<file path="src/rtl/core/dktt_pkg.sv">
package dktt_pkg;

    localparam int MAX_DAYS   = 32;
    localparam int IDX_W      = (MAX_DAYS > 1) ? $clog2(MAX_DAYS) : 1;
    localparam int CNT_W      = $clog2(MAX_DAYS + 1);
    localparam int DATA_W     = 32;
    localparam int PM_W       = 10;
    localparam int RUN_W      = 6;
    localparam int PERMILLE   = 1000;
    localparam int PROD_W     = DATA_W + PM_W;
    localparam int DIV_CNT_W  = $clog2(PROD_W);

    // Commands from controller to datapath
    typedef struct packed {
        logic in_ready;
        logic idx_clr;
        logic idx_inc;
        logic rd_en;
        logic rec_add;
        logic rec_append;
        logic lk_init;
        logic lk_hit;
        logic lk_yest;
        logic best_init;
        logic best_step;
        logic mul;
        logic div_step;
        logic out_load;
    } dktt_cmd_t;

    // Status from datapath to controller
    typedef struct packed {
        logic accept;
        logic skip;
        logic idx_end;
        logic day_match;
        logic words_nz;
        logic look_zero;
        logic try_yest;
        logic div_done;
        logic out_busy;
    } dktt_stat_t;

endpackage

</file>
<file path="src/rtl/core/dktt_ifs.sv">
interface dktt_sess_if;
    logic        valid;
    logic        ready;
    logic [31:0] session_day;
    logic [31:0] word_count;
    logic [31:0] time_ms;
    logic [31:0] today_day;

    modport source (output valid, session_day, word_count, time_ms, today_day, input ready);
    modport sink (input valid, session_day, word_count, time_ms, today_day, output ready);
    modport monitor (input valid, ready, session_day, word_count, time_ms, today_day);
endinterface

interface dktt_stats_if;
    logic        valid;
    logic        ready;
    logic [31:0] today_words;
    logic [9:0]  goal_permille;
    logic        goal_met;
    logic [5:0]  current_run;
    logic [5:0]  longest_run;
    logic [5:0]  days_held;

    modport source (output valid, today_words, goal_permille, goal_met, current_run,
                    longest_run, days_held, input ready);
    modport sink (input valid, today_words, goal_permille, goal_met, current_run,
                  longest_run, days_held, output ready);
    modport monitor (input valid, ready, today_words, goal_permille, goal_met, current_run,
                     longest_run, days_held);
endinterface

</file>
<file path="src/rtl/core/dktt_datapath.sv">
module dktt_datapath (
    input  logic                clk,
    input  logic                rst_n,
    input  logic                goal_wr_en,
    input  logic [31:0]         goal_wr_data,
    dktt_sess_if.sink           session,
    dktt_stats_if.source        stats,
    input  dktt_pkg::dktt_cmd_t cmd,
    output dktt_pkg::dktt_stat_t stat
);
    import dktt_pkg::*;

    // Bucket memories
    logic [DATA_W-1:0] day_mem   [MAX_DAYS];
    logic [DATA_W-1:0] words_mem [MAX_DAYS];
    logic [DATA_W-1:0] time_mem  [MAX_DAYS];

    logic [DATA_W-1:0]    goal_reg;
    logic [IDX_W-1:0]     head_reg;
    logic [CNT_W-1:0]     count_reg;
    logic [CNT_W-1:0]     idx_reg;
    logic                 out_valid_reg;

    logic [DATA_W-1:0]    sday_reg, words_in_reg, ms_reg, today_reg;
    logic [DATA_W-1:0]    look_day_reg, tw_reg, prev_reg;
    logic [CNT_W-1:0]     run_reg, best_reg, brun_reg;
    logic                 tried_reg, first_reg, have_reg;
    logic [PROD_W-1:0]    prod_reg;
    logic [DATA_W-1:0]    rem_reg;
    logic [DIV_CNT_W-1:0] div_cnt_reg;
    logic [IDX_W-1:0]     rd_addr_reg;
    logic [DATA_W-1:0]    rd_day_reg, rd_words_reg, rd_time_reg;

    logic [DATA_W-1:0]    o_words_reg;
    logic [PM_W-1:0]      o_pm_reg;
    logic                 o_met_reg;
    logic [RUN_W-1:0]     o_run_reg, o_best_reg, o_held_reg;

    logic                 accept;
    logic [IDX_W-1:0]     rd_addr, app_addr, wr_addr;
    logic                 mem_we;
    logic [DATA_W-1:0]    wr_day, wr_words, wr_time;
    logic [DATA_W:0]      div_trial;
    logic                 div_bit;
    logic [CNT_W-1:0]     brun_step;
    logic [PM_W-1:0]      pm_val;

    // Map a position in stored order onto the circular memory
    function automatic logic [IDX_W-1:0] phys(input logic [IDX_W-1:0] head,
                                              input logic [CNT_W-1:0] pos);
        logic [CNT_W:0] sum;
        sum = (CNT_W+1)'(head) + (CNT_W+1)'(pos);
        if (sum >= (CNT_W+1)'(MAX_DAYS))
        begin
            sum = sum - (CNT_W+1)'(MAX_DAYS);
        end
        return sum[IDX_W-1:0];
    endfunction

    assign accept        = session.valid && cmd.in_ready;
    assign session.ready = cmd.in_ready;
    assign rd_addr       = phys(head_reg, idx_reg);
    assign app_addr      = phys(head_reg, count_reg);

    // Select the memory write
    always_comb
    begin
        mem_we   = cmd.rec_add || cmd.rec_append;
        wr_addr  = app_addr;
        wr_day   = sday_reg;
        wr_words = words_in_reg;
        wr_time  = ms_reg;
        if (cmd.rec_add)
        begin
            wr_addr  = rd_addr_reg;
            wr_day   = rd_day_reg;
            wr_words = rd_words_reg + words_in_reg;
            wr_time  = rd_time_reg + ms_reg;
        end
    end

    // Write and read the bucket memories
    always_ff @(posedge clk)
    begin
        if (mem_we)
        begin
            day_mem[wr_addr]   <= wr_day;
            words_mem[wr_addr] <= wr_words;
            time_mem[wr_addr]  <= wr_time;
        end
        if (cmd.rd_en)
        begin
            rd_day_reg   <= day_mem[rd_addr];
            rd_words_reg <= words_mem[rd_addr];
            rd_time_reg  <= time_mem[rd_addr];
            rd_addr_reg  <= rd_addr;
        end
    end

    // Control registers: goal, table pointers, scan index, result valid
    always_ff @(posedge clk or negedge rst_n)
    begin
        if (!rst_n)
        begin
            goal_reg      <= '0;
            head_reg      <= '0;
            count_reg     <= '0;
            idx_reg       <= '0;
            out_valid_reg <= 1'b0;
        end
        else
        begin
            if (goal_wr_en)
            begin
                goal_reg <= goal_wr_data;
            end
            if (cmd.rec_append)
            begin
                if (count_reg == CNT_W'(MAX_DAYS))
                begin
                    head_reg <= (head_reg == IDX_W'(MAX_DAYS - 1)) ? '0 : head_reg + 1'b1;
                end
                else
                begin
                    count_reg <= count_reg + 1'b1;
                end
            end
            if (cmd.idx_clr)
            begin
                idx_reg <= '0;
            end
            else if (cmd.idx_inc)
            begin
                idx_reg <= idx_reg + 1'b1;
            end
            if (cmd.out_load)
            begin
                out_valid_reg <= 1'b1;
            end
            else if (stats.ready)
            begin
                out_valid_reg <= 1'b0;
            end
        end
    end

    // Divider trial subtract
    assign div_trial = {rem_reg, prod_reg[PROD_W-1]};
    assign div_bit   = (div_trial >= {1'b0, goal_reg});

    // Next value of the stored-order run
    assign brun_step = (have_reg && rd_day_reg == prev_reg + 1'b1) ? brun_reg + 1'b1
                                                                   : CNT_W'(1);

    // Capped per-mille
    assign pm_val = (goal_reg == '0 || prod_reg > PROD_W'(PERMILLE)) ? PM_W'(PERMILLE)
                                                                     : prod_reg[PM_W-1:0];

    // Item, lookup, run and divider registers
    always_ff @(posedge clk)
    begin
        if (accept)
        begin
            sday_reg     <= session.session_day;
            words_in_reg <= session.word_count;
            ms_reg       <= session.time_ms;
            today_reg    <= session.today_day;
            look_day_reg <= session.session_day;
        end
        if (cmd.lk_init)
        begin
            look_day_reg <= today_reg;
            run_reg      <= '0;
            tried_reg    <= 1'b0;
            first_reg    <= 1'b1;
            tw_reg       <= '0;
        end
        if (cmd.lk_hit)
        begin
            first_reg <= 1'b0;
            if (first_reg)
            begin
                tw_reg <= rd_words_reg;
            end
            if (rd_words_reg != '0)
            begin
                run_reg      <= run_reg + 1'b1;
                look_day_reg <= look_day_reg - 1'b1;
            end
        end
        if (cmd.lk_yest)
        begin
            look_day_reg <= today_reg - 1'b1;
            tried_reg    <= 1'b1;
            first_reg    <= 1'b0;
        end
        if (cmd.best_init)
        begin
            best_reg <= '0;
            brun_reg <= '0;
            have_reg <= 1'b0;
        end
        if (cmd.best_step)
        begin
            if (rd_words_reg == '0)
            begin
                brun_reg <= '0;
                have_reg <= 1'b0;
            end
            else
            begin
                brun_reg <= brun_step;
                have_reg <= 1'b1;
                prev_reg <= rd_day_reg;
                if (brun_step > best_reg)
                begin
                    best_reg <= brun_step;
                end
            end
        end
        if (cmd.mul)
        begin
            prod_reg    <= PROD_W'(tw_reg) * PROD_W'(PERMILLE);
            rem_reg     <= '0;
            div_cnt_reg <= '0;
        end
        if (cmd.div_step)
        begin
            rem_reg     <= div_bit ? DATA_W'(div_trial - {1'b0, goal_reg})
                                   : div_trial[DATA_W-1:0];
            prod_reg    <= {prod_reg[PROD_W-2:0], div_bit};
            div_cnt_reg <= div_cnt_reg + 1'b1;
        end
        if (cmd.out_load)
        begin
            o_words_reg <= tw_reg;
            o_pm_reg    <= pm_val;
            o_met_reg   <= (tw_reg >= goal_reg);
            o_run_reg   <= RUN_W'(run_reg);
            o_best_reg  <= RUN_W'(best_reg);
            o_held_reg  <= RUN_W'(count_reg);
        end
    end

    // Status to the controller
    assign stat.accept    = accept;
    assign stat.skip      = (sday_reg == '0) || (words_in_reg == '0 && ms_reg == '0);
    assign stat.idx_end   = (idx_reg == count_reg);
    assign stat.day_match = (rd_day_reg == look_day_reg);
    assign stat.words_nz  = (rd_words_reg != '0);
    assign stat.look_zero = (look_day_reg == '0);
    assign stat.try_yest  = (run_reg == '0) && !tried_reg && (today_reg != '0);
    assign stat.div_done  = (div_cnt_reg == DIV_CNT_W'(PROD_W - 1));
    assign stat.out_busy  = out_valid_reg && !stats.ready;

    // Result port
    assign stats.valid         = out_valid_reg;
    assign stats.today_words   = o_words_reg;
    assign stats.goal_permille = o_pm_reg;
    assign stats.goal_met      = o_met_reg;
    assign stats.current_run   = o_run_reg;
    assign stats.longest_run   = o_best_reg;
    assign stats.days_held     = o_held_reg;

endmodule

</file>
<file path="src/rtl/core/dktt_controller.sv">
module dktt_controller (
    input  logic                 clk,
    input  logic                 rst_n,
    input  dktt_pkg::dktt_stat_t stat,
    output dktt_pkg::dktt_cmd_t  cmd
);
    import dktt_pkg::*;

    typedef enum logic [15:0] {
        IDLE      = 16'h0001,
        REC_START = 16'h0002,
        REC_RD    = 16'h0004,
        REC_CMP   = 16'h0008,
        REC_APP   = 16'h0010,
        LK_INIT   = 16'h0020,
        LK_START  = 16'h0040,
        LK_RD     = 16'h0080,
        LK_CMP    = 16'h0100,
        LK_MISS   = 16'h0200,
        BEST_INIT = 16'h0400,
        BEST_RD   = 16'h0800,
        BEST_CMP  = 16'h1000,
        MUL       = 16'h2000,
        DIV       = 16'h4000,
        DONE      = 16'h8000
    } state_t;

    state_t state_reg, state_next;

    // Hold state
    always_ff @(posedge clk or negedge rst_n)
    begin
        if (!rst_n)
        begin
            state_reg <= IDLE;
        end
        else
        begin
            state_reg <= state_next;
        end
    end

    // Sequence record, lookups, run scan and divide
    always_comb
    begin
        state_next = state_reg;
        cmd        = '0;
        case (state_reg)
            IDLE:
            begin
                cmd.in_ready = 1'b1;
                if (stat.accept)
                begin
                    state_next = REC_START;
                end
            end
            REC_START:
            begin
                cmd.idx_clr = 1'b1;
                state_next  = stat.skip ? LK_INIT : REC_RD;
            end
            REC_RD:
            begin
                if (stat.idx_end)
                begin
                    state_next = REC_APP;
                end
                else
                begin
                    cmd.rd_en  = 1'b1;
                    state_next = REC_CMP;
                end
            end
            REC_CMP:
            begin
                if (stat.day_match)
                begin
                    cmd.rec_add = 1'b1;
                    state_next  = LK_INIT;
                end
                else
                begin
                    cmd.idx_inc = 1'b1;
                    state_next  = REC_RD;
                end
            end
            REC_APP:
            begin
                cmd.rec_append = 1'b1;
                state_next     = LK_INIT;
            end
            LK_INIT:
            begin
                cmd.lk_init = 1'b1;
                state_next  = LK_START;
            end
            LK_START:
            begin
                cmd.idx_clr = 1'b1;
                state_next  = stat.look_zero ? LK_MISS : LK_RD;
            end
            LK_RD:
            begin
                if (stat.idx_end)
                begin
                    state_next = LK_MISS;
                end
                else
                begin
                    cmd.rd_en  = 1'b1;
                    state_next = LK_CMP;
                end
            end
            LK_CMP:
            begin
                if (stat.day_match)
                begin
                    cmd.lk_hit = 1'b1;
                    state_next = stat.words_nz ? LK_START : LK_MISS;
                end
                else
                begin
                    cmd.idx_inc = 1'b1;
                    state_next  = LK_RD;
                end
            end
            LK_MISS:
            begin
                if (stat.try_yest)
                begin
                    cmd.lk_yest = 1'b1;
                    state_next  = LK_START;
                end
                else
                begin
                    state_next = BEST_INIT;
                end
            end
            BEST_INIT:
            begin
                cmd.idx_clr   = 1'b1;
                cmd.best_init = 1'b1;
                state_next    = BEST_RD;
            end
            BEST_RD:
            begin
                if (stat.idx_end)
                begin
                    state_next = MUL;
                end
                else
                begin
                    cmd.rd_en  = 1'b1;
                    state_next = BEST_CMP;
                end
            end
            BEST_CMP:
            begin
                cmd.best_step = 1'b1;
                cmd.idx_inc   = 1'b1;
                state_next    = BEST_RD;
            end
            MUL:
            begin
                cmd.mul    = 1'b1;
                state_next = DIV;
            end
            DIV:
            begin
                cmd.div_step = 1'b1;
                if (stat.div_done)
                begin
                    state_next = DONE;
                end
            end
            DONE:
            begin
                if (!stat.out_busy)
                begin
                    cmd.out_load = 1'b1;
                    state_next   = IDLE;
                end
            end
            default:
            begin
                state_next = IDLE;
            end
        endcase
    end

endmodule

</file>
<file path="src/rtl/core/day_keyed_tally_table_top.sv">
// Day keyed tally table: holds up to 32 day buckets in arrival order in a circular
// memory, adds each session into its day's bucket (or appends one, dropping the oldest
// when full) and returns one statistics item per session. The block takes one session
// at a time. The single memory read port serves the record search, one key search for
// each day of the current run plus today and yesterday, and the stored-order run scan;
// the per-mille divide that follows is a restoring shift-subtract divide. A result that
// is not taken stalls the next result until the receiver accepts it.
// The daily goal register may be written at any time the block is idle.
module day_keyed_tally_table_top (
    input  logic         clk,
    input  logic         rst_n,
    input  logic         goal_wr_en,
    input  logic [31:0]  goal_wr_data,
    dktt_sess_if.sink    session,
    dktt_stats_if.source stats
);
    import dktt_pkg::*;

    dktt_cmd_t  cmd;
    dktt_stat_t stat;

    dktt_controller u_ctrl (
        .clk   (clk),
        .rst_n (rst_n),
        .stat  (stat),
        .cmd   (cmd)
    );

    dktt_datapath u_dp (
        .clk          (clk),
        .rst_n        (rst_n),
        .goal_wr_en   (goal_wr_en),
        .goal_wr_data (goal_wr_data),
        .session      (session),
        .stats        (stats),
        .cmd          (cmd),
        .stat         (stat)
    );

endmodule

</file>
<file path="src/flat_wrapper.sv">
// flat-port wrapper written by rule: the top's interface ports become plain ports
module day_keyed_tally_table_top_flat import dktt_pkg::*;
  (clk, rst_n, goal_wr_en, goal_wr_data, session_valid, session_session_day, session_word_count, session_time_ms, session_today_day, session_ready, stats_valid, stats_today_words, stats_goal_permille, stats_goal_met, stats_current_run, stats_longest_run, stats_days_held, stats_ready);
  dktt_sess_if session_i ();
  dktt_stats_if stats_i ();
  input  logic clk;
  input  logic rst_n;
  input  logic goal_wr_en;
  input  logic [31:0] goal_wr_data;
  input wire logic [$bits(session_i.valid)-1:0] session_valid;
  input wire logic [$bits(session_i.session_day)-1:0] session_session_day;
  input wire logic [$bits(session_i.word_count)-1:0] session_word_count;
  input wire logic [$bits(session_i.time_ms)-1:0] session_time_ms;
  input wire logic [$bits(session_i.today_day)-1:0] session_today_day;
  output wire logic [$bits(session_i.ready)-1:0] session_ready;
  output wire logic [$bits(stats_i.valid)-1:0] stats_valid;
  output wire logic [$bits(stats_i.today_words)-1:0] stats_today_words;
  output wire logic [$bits(stats_i.goal_permille)-1:0] stats_goal_permille;
  output wire logic [$bits(stats_i.goal_met)-1:0] stats_goal_met;
  output wire logic [$bits(stats_i.current_run)-1:0] stats_current_run;
  output wire logic [$bits(stats_i.longest_run)-1:0] stats_longest_run;
  output wire logic [$bits(stats_i.days_held)-1:0] stats_days_held;
  input wire logic [$bits(stats_i.ready)-1:0] stats_ready;
  assign session_i.valid = session_valid;
  assign session_i.session_day = session_session_day;
  assign session_i.word_count = session_word_count;
  assign session_i.time_ms = session_time_ms;
  assign session_i.today_day = session_today_day;
  assign session_ready = session_i.ready;
  assign stats_valid = stats_i.valid;
  assign stats_today_words = stats_i.today_words;
  assign stats_goal_permille = stats_i.goal_permille;
  assign stats_goal_met = stats_i.goal_met;
  assign stats_current_run = stats_i.current_run;
  assign stats_longest_run = stats_i.longest_run;
  assign stats_days_held = stats_i.days_held;
  assign stats_i.ready = stats_ready;
  day_keyed_tally_table_top u_core (.clk(clk), .rst_n(rst_n), .goal_wr_en(goal_wr_en), .goal_wr_data(goal_wr_data), .session(session_i), .stats(stats_i));
endmodule
</file>
<file path="config.mk">
export PLATFORM = sky130hd
export DESIGN_NAME = day_keyed_tally_table_top_flat
export DESIGN_NICKNAME = d
export VERILOG_FILES = /design/src/rtl/core/dktt_pkg.sv /design/src/rtl/core/dktt_ifs.sv /design/src/rtl/core/dktt_datapath.sv /design/src/rtl/core/dktt_controller.sv /design/src/rtl/core/day_keyed_tally_table_top.sv /design/src/flat_wrapper.sv
export SDC_FILE = /design/constraint.sdc
export NUM_CORES = 2
export LEC_CHECK = 0
export BUFFER_PORTS_ARGS = -buffer_cell sky130_fd_sc_hd__buf_2
export CORE_MARGIN = 2
export CORE_UTILIZATION = 40
export CTS_CLUSTER_DIAMETER = 30
export DETAILED_ROUTE_END_ITERATION = 7
export GPL_ROUTABILITY_DRIVEN = 1
export PLACE_DENSITY = 0.61
export SETUP_SLACK_MARGIN = 0.4
export SYNTH_ARGS = -nofsm -noshare
export SYNTH_HDL_FRONTEND = slang
export SYNTH_SLANG_ARGS = --single-unit
</file>
<file path="constraint.sdc">
create_clock -name clk -period 6.7 [get_ports clk]
set_input_delay 1.34 -clock clk [delete_from_list [all_inputs] [get_ports clk]]
set_output_delay 1.34 -clock clk [all_outputs]
set_load 0.05 [all_outputs]
</file>
==> Word level (Yosys, flattened, before mapping) <==
Memories as Yosys holds them, arrays and structs flattened. A register that Yosys moved wholly into a read port is not among the register bits.
Cells that the tools add are included.
Widths: inputs -> output; s select.
{ "classes": {"mul": 1, "n_bitwise": 2, "eq_ne": 25, "n_reduce_logical": 33, "n_addsub": 15, "muxes": 73, "order_cmp": 6} }
{ "op_table": {"columns": ["cell", "n"], "rows": [
  ["$mux 32", 13],
  ["$pmux 16 s15", 1],
  ["$logic_not 32->1", 6],
  ["$mux 6", 17],
  ["$mux 42", 2],
  ["$eq 32x32->1", 2],
  ["$reduce_bool 32->1", 2],
  ["$sub 32x1->32 const B", 2],
  ["$mux 16", 3],
  ["$gt 42x10->1 const B", 1],
  ["$mux 10", 4],
  ["$mul 32x7->39 const B", 1],
  ["$ge 33x32->1", 1],
  ["$add 32x1->32 const B", 1],
  ["$add 32x32->32", 1],
  ["$ge 32x32->1", 1],
  ["$sub 32x32->32", 1],
  ["$add 6x1->6 const B", 5],
  ["$mux 1", 25],
  ["$mux 5", 5],
  ["$eq 16x1->1 const B", 1],
  ["$eq 16x10->1 const B", 1],
  ["$eq 16x11->1 const B", 1],
  ["$eq 16x12->1 const B", 1],
  ["35 further kinds", 57]
]} }
{ "word_totals": {"input_bits": 165, "ram_bits": 2048, "reg_bits": 457, "output_inout_bits": 63, "n_memories": 2} }
{ "mem_list": {"columns": ["name", "words", "width", "read_ports", "rd_ports_with_merged_regs", "write_ports", "line_no", "rtl"], "rows": [
  ["u_core.u_dp.day_mem", 32, 32, 1, 1, 1, "dktt_datapath.sv:14", "logic [DATA_W-1:0] day_mem [MAX_DAYS];"],
  ["u_core.u_dp.words_mem", 32, 32, 1, 1, 1, "dktt_datapath.sv:15", "logic [DATA_W-1:0] words_mem [MAX_DAYS];"]
]} }

==> Logic depth before layout (Yosys ltp) <==
{ "logic_depth": {"depth_word": 8, "ltp_mapped": 21, "ltp_nobuf": 20} }

==> By module <==
Synthesis repeated with hierarchy kept, for this count alone.
{ "hier_totals": {"hier_cells": 6116, "hier_area_um2": 109842.8} }
{ "modules_own_cells": {"columns": ["mod", "instances", "cells_each", "area_per_inst_um2"], "rows": [
  ["dktt_datapath", 1, 5998, 108781.8],
  ["dktt_controller", 1, 118, 1061.0]
]} }

==> Worst setup path after synthesis <==
No wires, ideal clock.
{ "synth_path": {"path_kind": "register -> register", "startpoint": "reg u_core.u_ctrl.state_reg[5]", "endpoint": "reg u_core.u_ctrl.state_reg[0]", "setup_time_ps": 84, "arrival_ps": 5881, "path_slack_ps": 736, "stages_incl_launch_ff": 10, "path_buffers": 0, "path_cell_list": "dfrtp_1 -> nor4_1 -> and2_1 -> nand3_1 -> a21oi_1 -> nor3_1 -> nand3_1 -> nor3_1 -> a211o_1 -> nor2b_1"} }
{ "synth_between": {"elab_chain_cells": 5, "word_cells_on_any_way": 24, "classes_between": "eq/ne: 19; mux: 2; reduce/logical: 3"} }
{ "synth_lines": {"columns": ["item", "line_no", "rtl"], "rows": [
  ["start: declaration", "dktt_controller.sv:28", "state_t state_reg, state_next;"],
  ["start signal: assignment", "dktt_controller.sv:39", "state_reg <= state_next;"],
  ["$eq 16x1->1", "dktt_controller.sv:48", "case (state_reg)"],
  ["$mux 1", "dktt_controller.sv:48", null],
  ["$logic_and 1x1->1", "dktt_datapath.sv:60", "assign accept = session.valid && cmd.in_ready;"],
  ["$ne 2x2->1 (no line)", null, null],
  ["$reduce_and 3->1 (no line)", null, null]
]} }
Parallel ways exist; a longest one is shown, timed or not.
A chain may end at the register's enable or synchronous reset.

==> Worst setup path in the final report <==
{ "layout_path": {"startpoint": "reg u_core.u_dp.tw_reg[2]", "endpoint": "reg u_core.u_dp.prod_reg[41], data pin"} }
{ "layout_between": {"elab_chain_cells": 3} }
{ "layout_lines": {"columns": ["item", "line_no", "rtl"], "rows": [
  ["start: declaration", "dktt_datapath.sv:25", "logic [DATA_W-1:0] look_day_reg, tw_reg, prev_reg;"],
  ["start signal: assignment", "dktt_datapath.sv:183", "tw_reg <= rd_words_reg;"],
  ["$mul 32x7->39", "dktt_datapath.sv:223", "prod_reg <= PROD_W'(tw_reg) * PROD_W'(PERMILLE);"],
  ["$mux 42", "dktt_datapath.sv:221", "if (cmd.mul)"],
  ["$mux 42", "dktt_datapath.sv:227", "if (cmd.div_step)"],
  ["end signal: assignment", "dktt_datapath.sv:223", null],
  ["end signal: assignment", "dktt_datapath.sv:231", "prod_reg <= {prod_reg[PROD_W-2:0], div_bit};"],
  ["end: declaration", "dktt_datapath.sv:28", "logic [PROD_W-1:0] prod_reg;"]
]} }
No other way between the ends. The select of a mux whose other input is x is not followed.

==> impl_results.md <==
- Worst Path Buf+Inv: 2
- Cell taking the most area after synthesis: edfxtp_1
- DRC violations left: 0
- Placer Congestion: 0.916
- DP Wirelength: between 150000 and 200000 um
- Router iterations before antenna repair: 5
- Critical path class: reg2reg
- Clock-pin slew on the worst setup and hold paths: 50 ps
- CTS tree: built
- Die extent in x: 530 um
- Synth warn: 0
- Critical Path AT: 6460 ps
- Synth Net Count: between 7000 and 8000
- Initial core utilization: 40.1%
- Setup tns final: 0 ps
- Worst-Skew Late Latency: 960 ps
- Ys async rst share: under 10%
- Met3 WL post-DR: 25500 um
- WL per Instance: between 20 and 30 um
- Post-synth cell types: 87
- Final setup fails: 0
- Metal-1 WL: between 100000 and 150000 um
- Die area: about 280000 um2
- Reg2reg start: u_core.u_dp.tw_reg[2]
- Min-delay src: u_core.u_dp.tried_reg
- Gr ovfl total: 0
- FP Rows: 193
- Initial antenna violation count: 11
- NumNets Final: 7893
- Dominant synthesized flop cell: edfxtp_1
- Crit path top cell by count: fa_1
- Max_cap viols: 0
- Core area: about 280000 um2
- Crit-path max FO: 7
- Setup Fix Bufs, Post-CTS: 0
- Fin crit period: 5820 ps
- Largest cells by area after synthesis: edfxtp_1, mux4_2, nand2_1
- Area occupied by multi-input gates: roughly 33000 um2
- RSZ-0062 raised after global routing: no
- Largest net degree at the start of global routing: 130
- Pre-CTS setup slack: 996 ps
- Synthesized cell area: 111000 um2
- Post-synthesis sequential area ratio: between 60% and 70%
- Top routing layer used: met5
- Crit-path cells: inv_1 > fa_1 > fa_1 > fa_1 > fa_1 > inv_1 > ha_1 > and2_1 > nand4_1 > nor3_1 > o21ai_0 > a211oi_1 > o21ai_0 > a21boi_0 > mux2i_1 > nand3_1
- Critical path's top delay family: adder cells
- Synth top cells by count: edfxtp_1, nand2_1, mux4_2
- Worst-Margin Slew: 1370 ps
- CTS sink cnt: 2569
- Met2 routed WL: 150000 um
- Synthesized flop and latch total: 2569
- Final worst setup slack: 875 ps
- Worst path max stage delay: 580 ps
- Port buffer count: 227
- Fill count: 23009
- Status: finished, final reports clean
- Drt via density: 5.69
- Final Hold Viols: 0
- Static leakage: 0.0458 uW
- Critical Path Source Type: flop
- Peak supply drop: ~0.0013 V
- Global-route usage over all layers: 21.9%
- Tightest Hold Check Type: reg2reg
- Relative slew slack: 8.37%
- Vias in the first global route: 66072
- Crit path required time: 7340 ps
- Syn Area/Cell: ~16 um2
- # resized after CTS: 0
- Area share of the largest cell type after synthesis: roughly 66%
- Final wirelength: 312000 um
- Register area: 76000 um2
- CTS Buf Count: 448
- Worst setup EP type: flop
- Most common cell in the netlist: edfxtp_1
- DR vias: roughly 65000
- Fmax: about 170 MHz
- EDFF count, synth: 2425
- Pins Over Slew Limit: 0
- Power Density: between 500 and 600 nW/um2
- Longest Clk Path Bufs: 4
- Share of layout cells above drive strength 1: 22.9%
- Hold_buf cts: 0
- Height of the die: 530 um
- Crit path from: u_core.u_dp.tw_reg[2]
- ANT nets after route: 0
- H-tree depth: 5
- P&R area growth vs syn: 20.3%
- Drt initial violations: 7445
- CTS Root Cell: clkbuf_16
- Global-route wire length before repair: 453000 um
- Post-Syn Instances: just under 7000
- Clock skew: 107 ps
- Fraction of the cycle the final worst path needs: 86.9%
- Top Ports: 228
- Crit path max-delay cell type: fa_1
[through the flow]
step                power, uW  std cells  area [um2]  utilization [%]  hold slack [ps]
finish                  75600      11488      133000             48.3              456
global route            80300      11487      133000             48.3              473
CTS                     75900      11486      133000             48.3              463
detailed placement      52300      10653      118000             42.6              453
global placement        52200      10653      118000             42.6              433
floorplan               44900       6889      111000                -              423
[worst reg2reg max path, stage by stage, from the launching register on]
cell and delay [ps]:
dfxtp_1 490, inv_1 170, fa_1 490, fa_1 580, fa_1 440, fa_1 500, inv_1 50, ha_1 350
and2_1 200, nand4_1 120, nor3_1 480, o21ai_0 410, a211oi_1 550, o21ai_0 180, a21boi_0 280, mux2i_1 220
nand3_1 90
[layer usage]
metal  track usage [%]  up-vias
li1                  -    27867
met1              30.0    33974
met2              35.9     2983
met3              3.54      549
met4              7.06        4
met5                 0        -
[logic make-up (layout without fill, tap and decap cells)]
logic type,Yosys count,in the layout,share of synthesized area [%]
multiplexers,587,587,11.1
AND/OR/NAND/NOR,1905,1905,7.89
other,0,2,0
AO/OA/AOI/OAI,711,711,4.04
XOR/XNOR,215,215,1.70
adder cells (fa/ha/maj),330,330,4.56
flip-flops,2569,2569,68.7
buffers and inverters,572,1464,1.95
[area by class of cell]
type | count | area share [%]
sequential | 2569 | 57.1
timing repair buffer | 377 | 2.17
tap | 3705 | 3.48
antenna | 2 | 0.00376
multi-input combinational | 3748 | 24.8
clock buffer | 492 | 8.65
inverter | 254 | 0.733
clock inverter | 341 | 3.10
[report_power, final]
| group | leakage, uW | internal [uW] | total, uW | switching (uW) |
|---|---|---|---|---|
| Combinational | 0.0151 | 13600 | 31300 | 17700 |
| Sequential | 0.0232 | 20200 | 21000 | 737 |
| Clock | 0.00753 | 15100 | 23300 | 8230 |
| Total | 0.0458 | 48900 | 75600 | 26700 |
[worst paths after layout]
kind	to	slack, ps	cells after the start
max reg2reg	u_core.u_dp.prod_reg[41]	880	16
min reg2reg	u_core.u_dp.tried_reg	460	2
min in group asynchronous	u_core.u_dp.goal_reg[9]	650	2
max	u_core.u_dp.prod_reg[41]	880	16
min	u_core.u_dp.tried_reg	460	2
max in group asynchronous	u_core.u_ctrl.state_reg[10]	5390	2
[cell usage in the layout, fill, tap and decap left out, drive strengths merged, types with 136 or more instances in the layout]
master  instances
xnor2         136
nand3         395
inv           326
ha            208
o21ai         239
buf           377
edfxtp       2425
clkinv        159
nand2         881
a21oi         166
mux4          512
nor2          242
clkbuf        492
(Power assumes the default switching activity.)
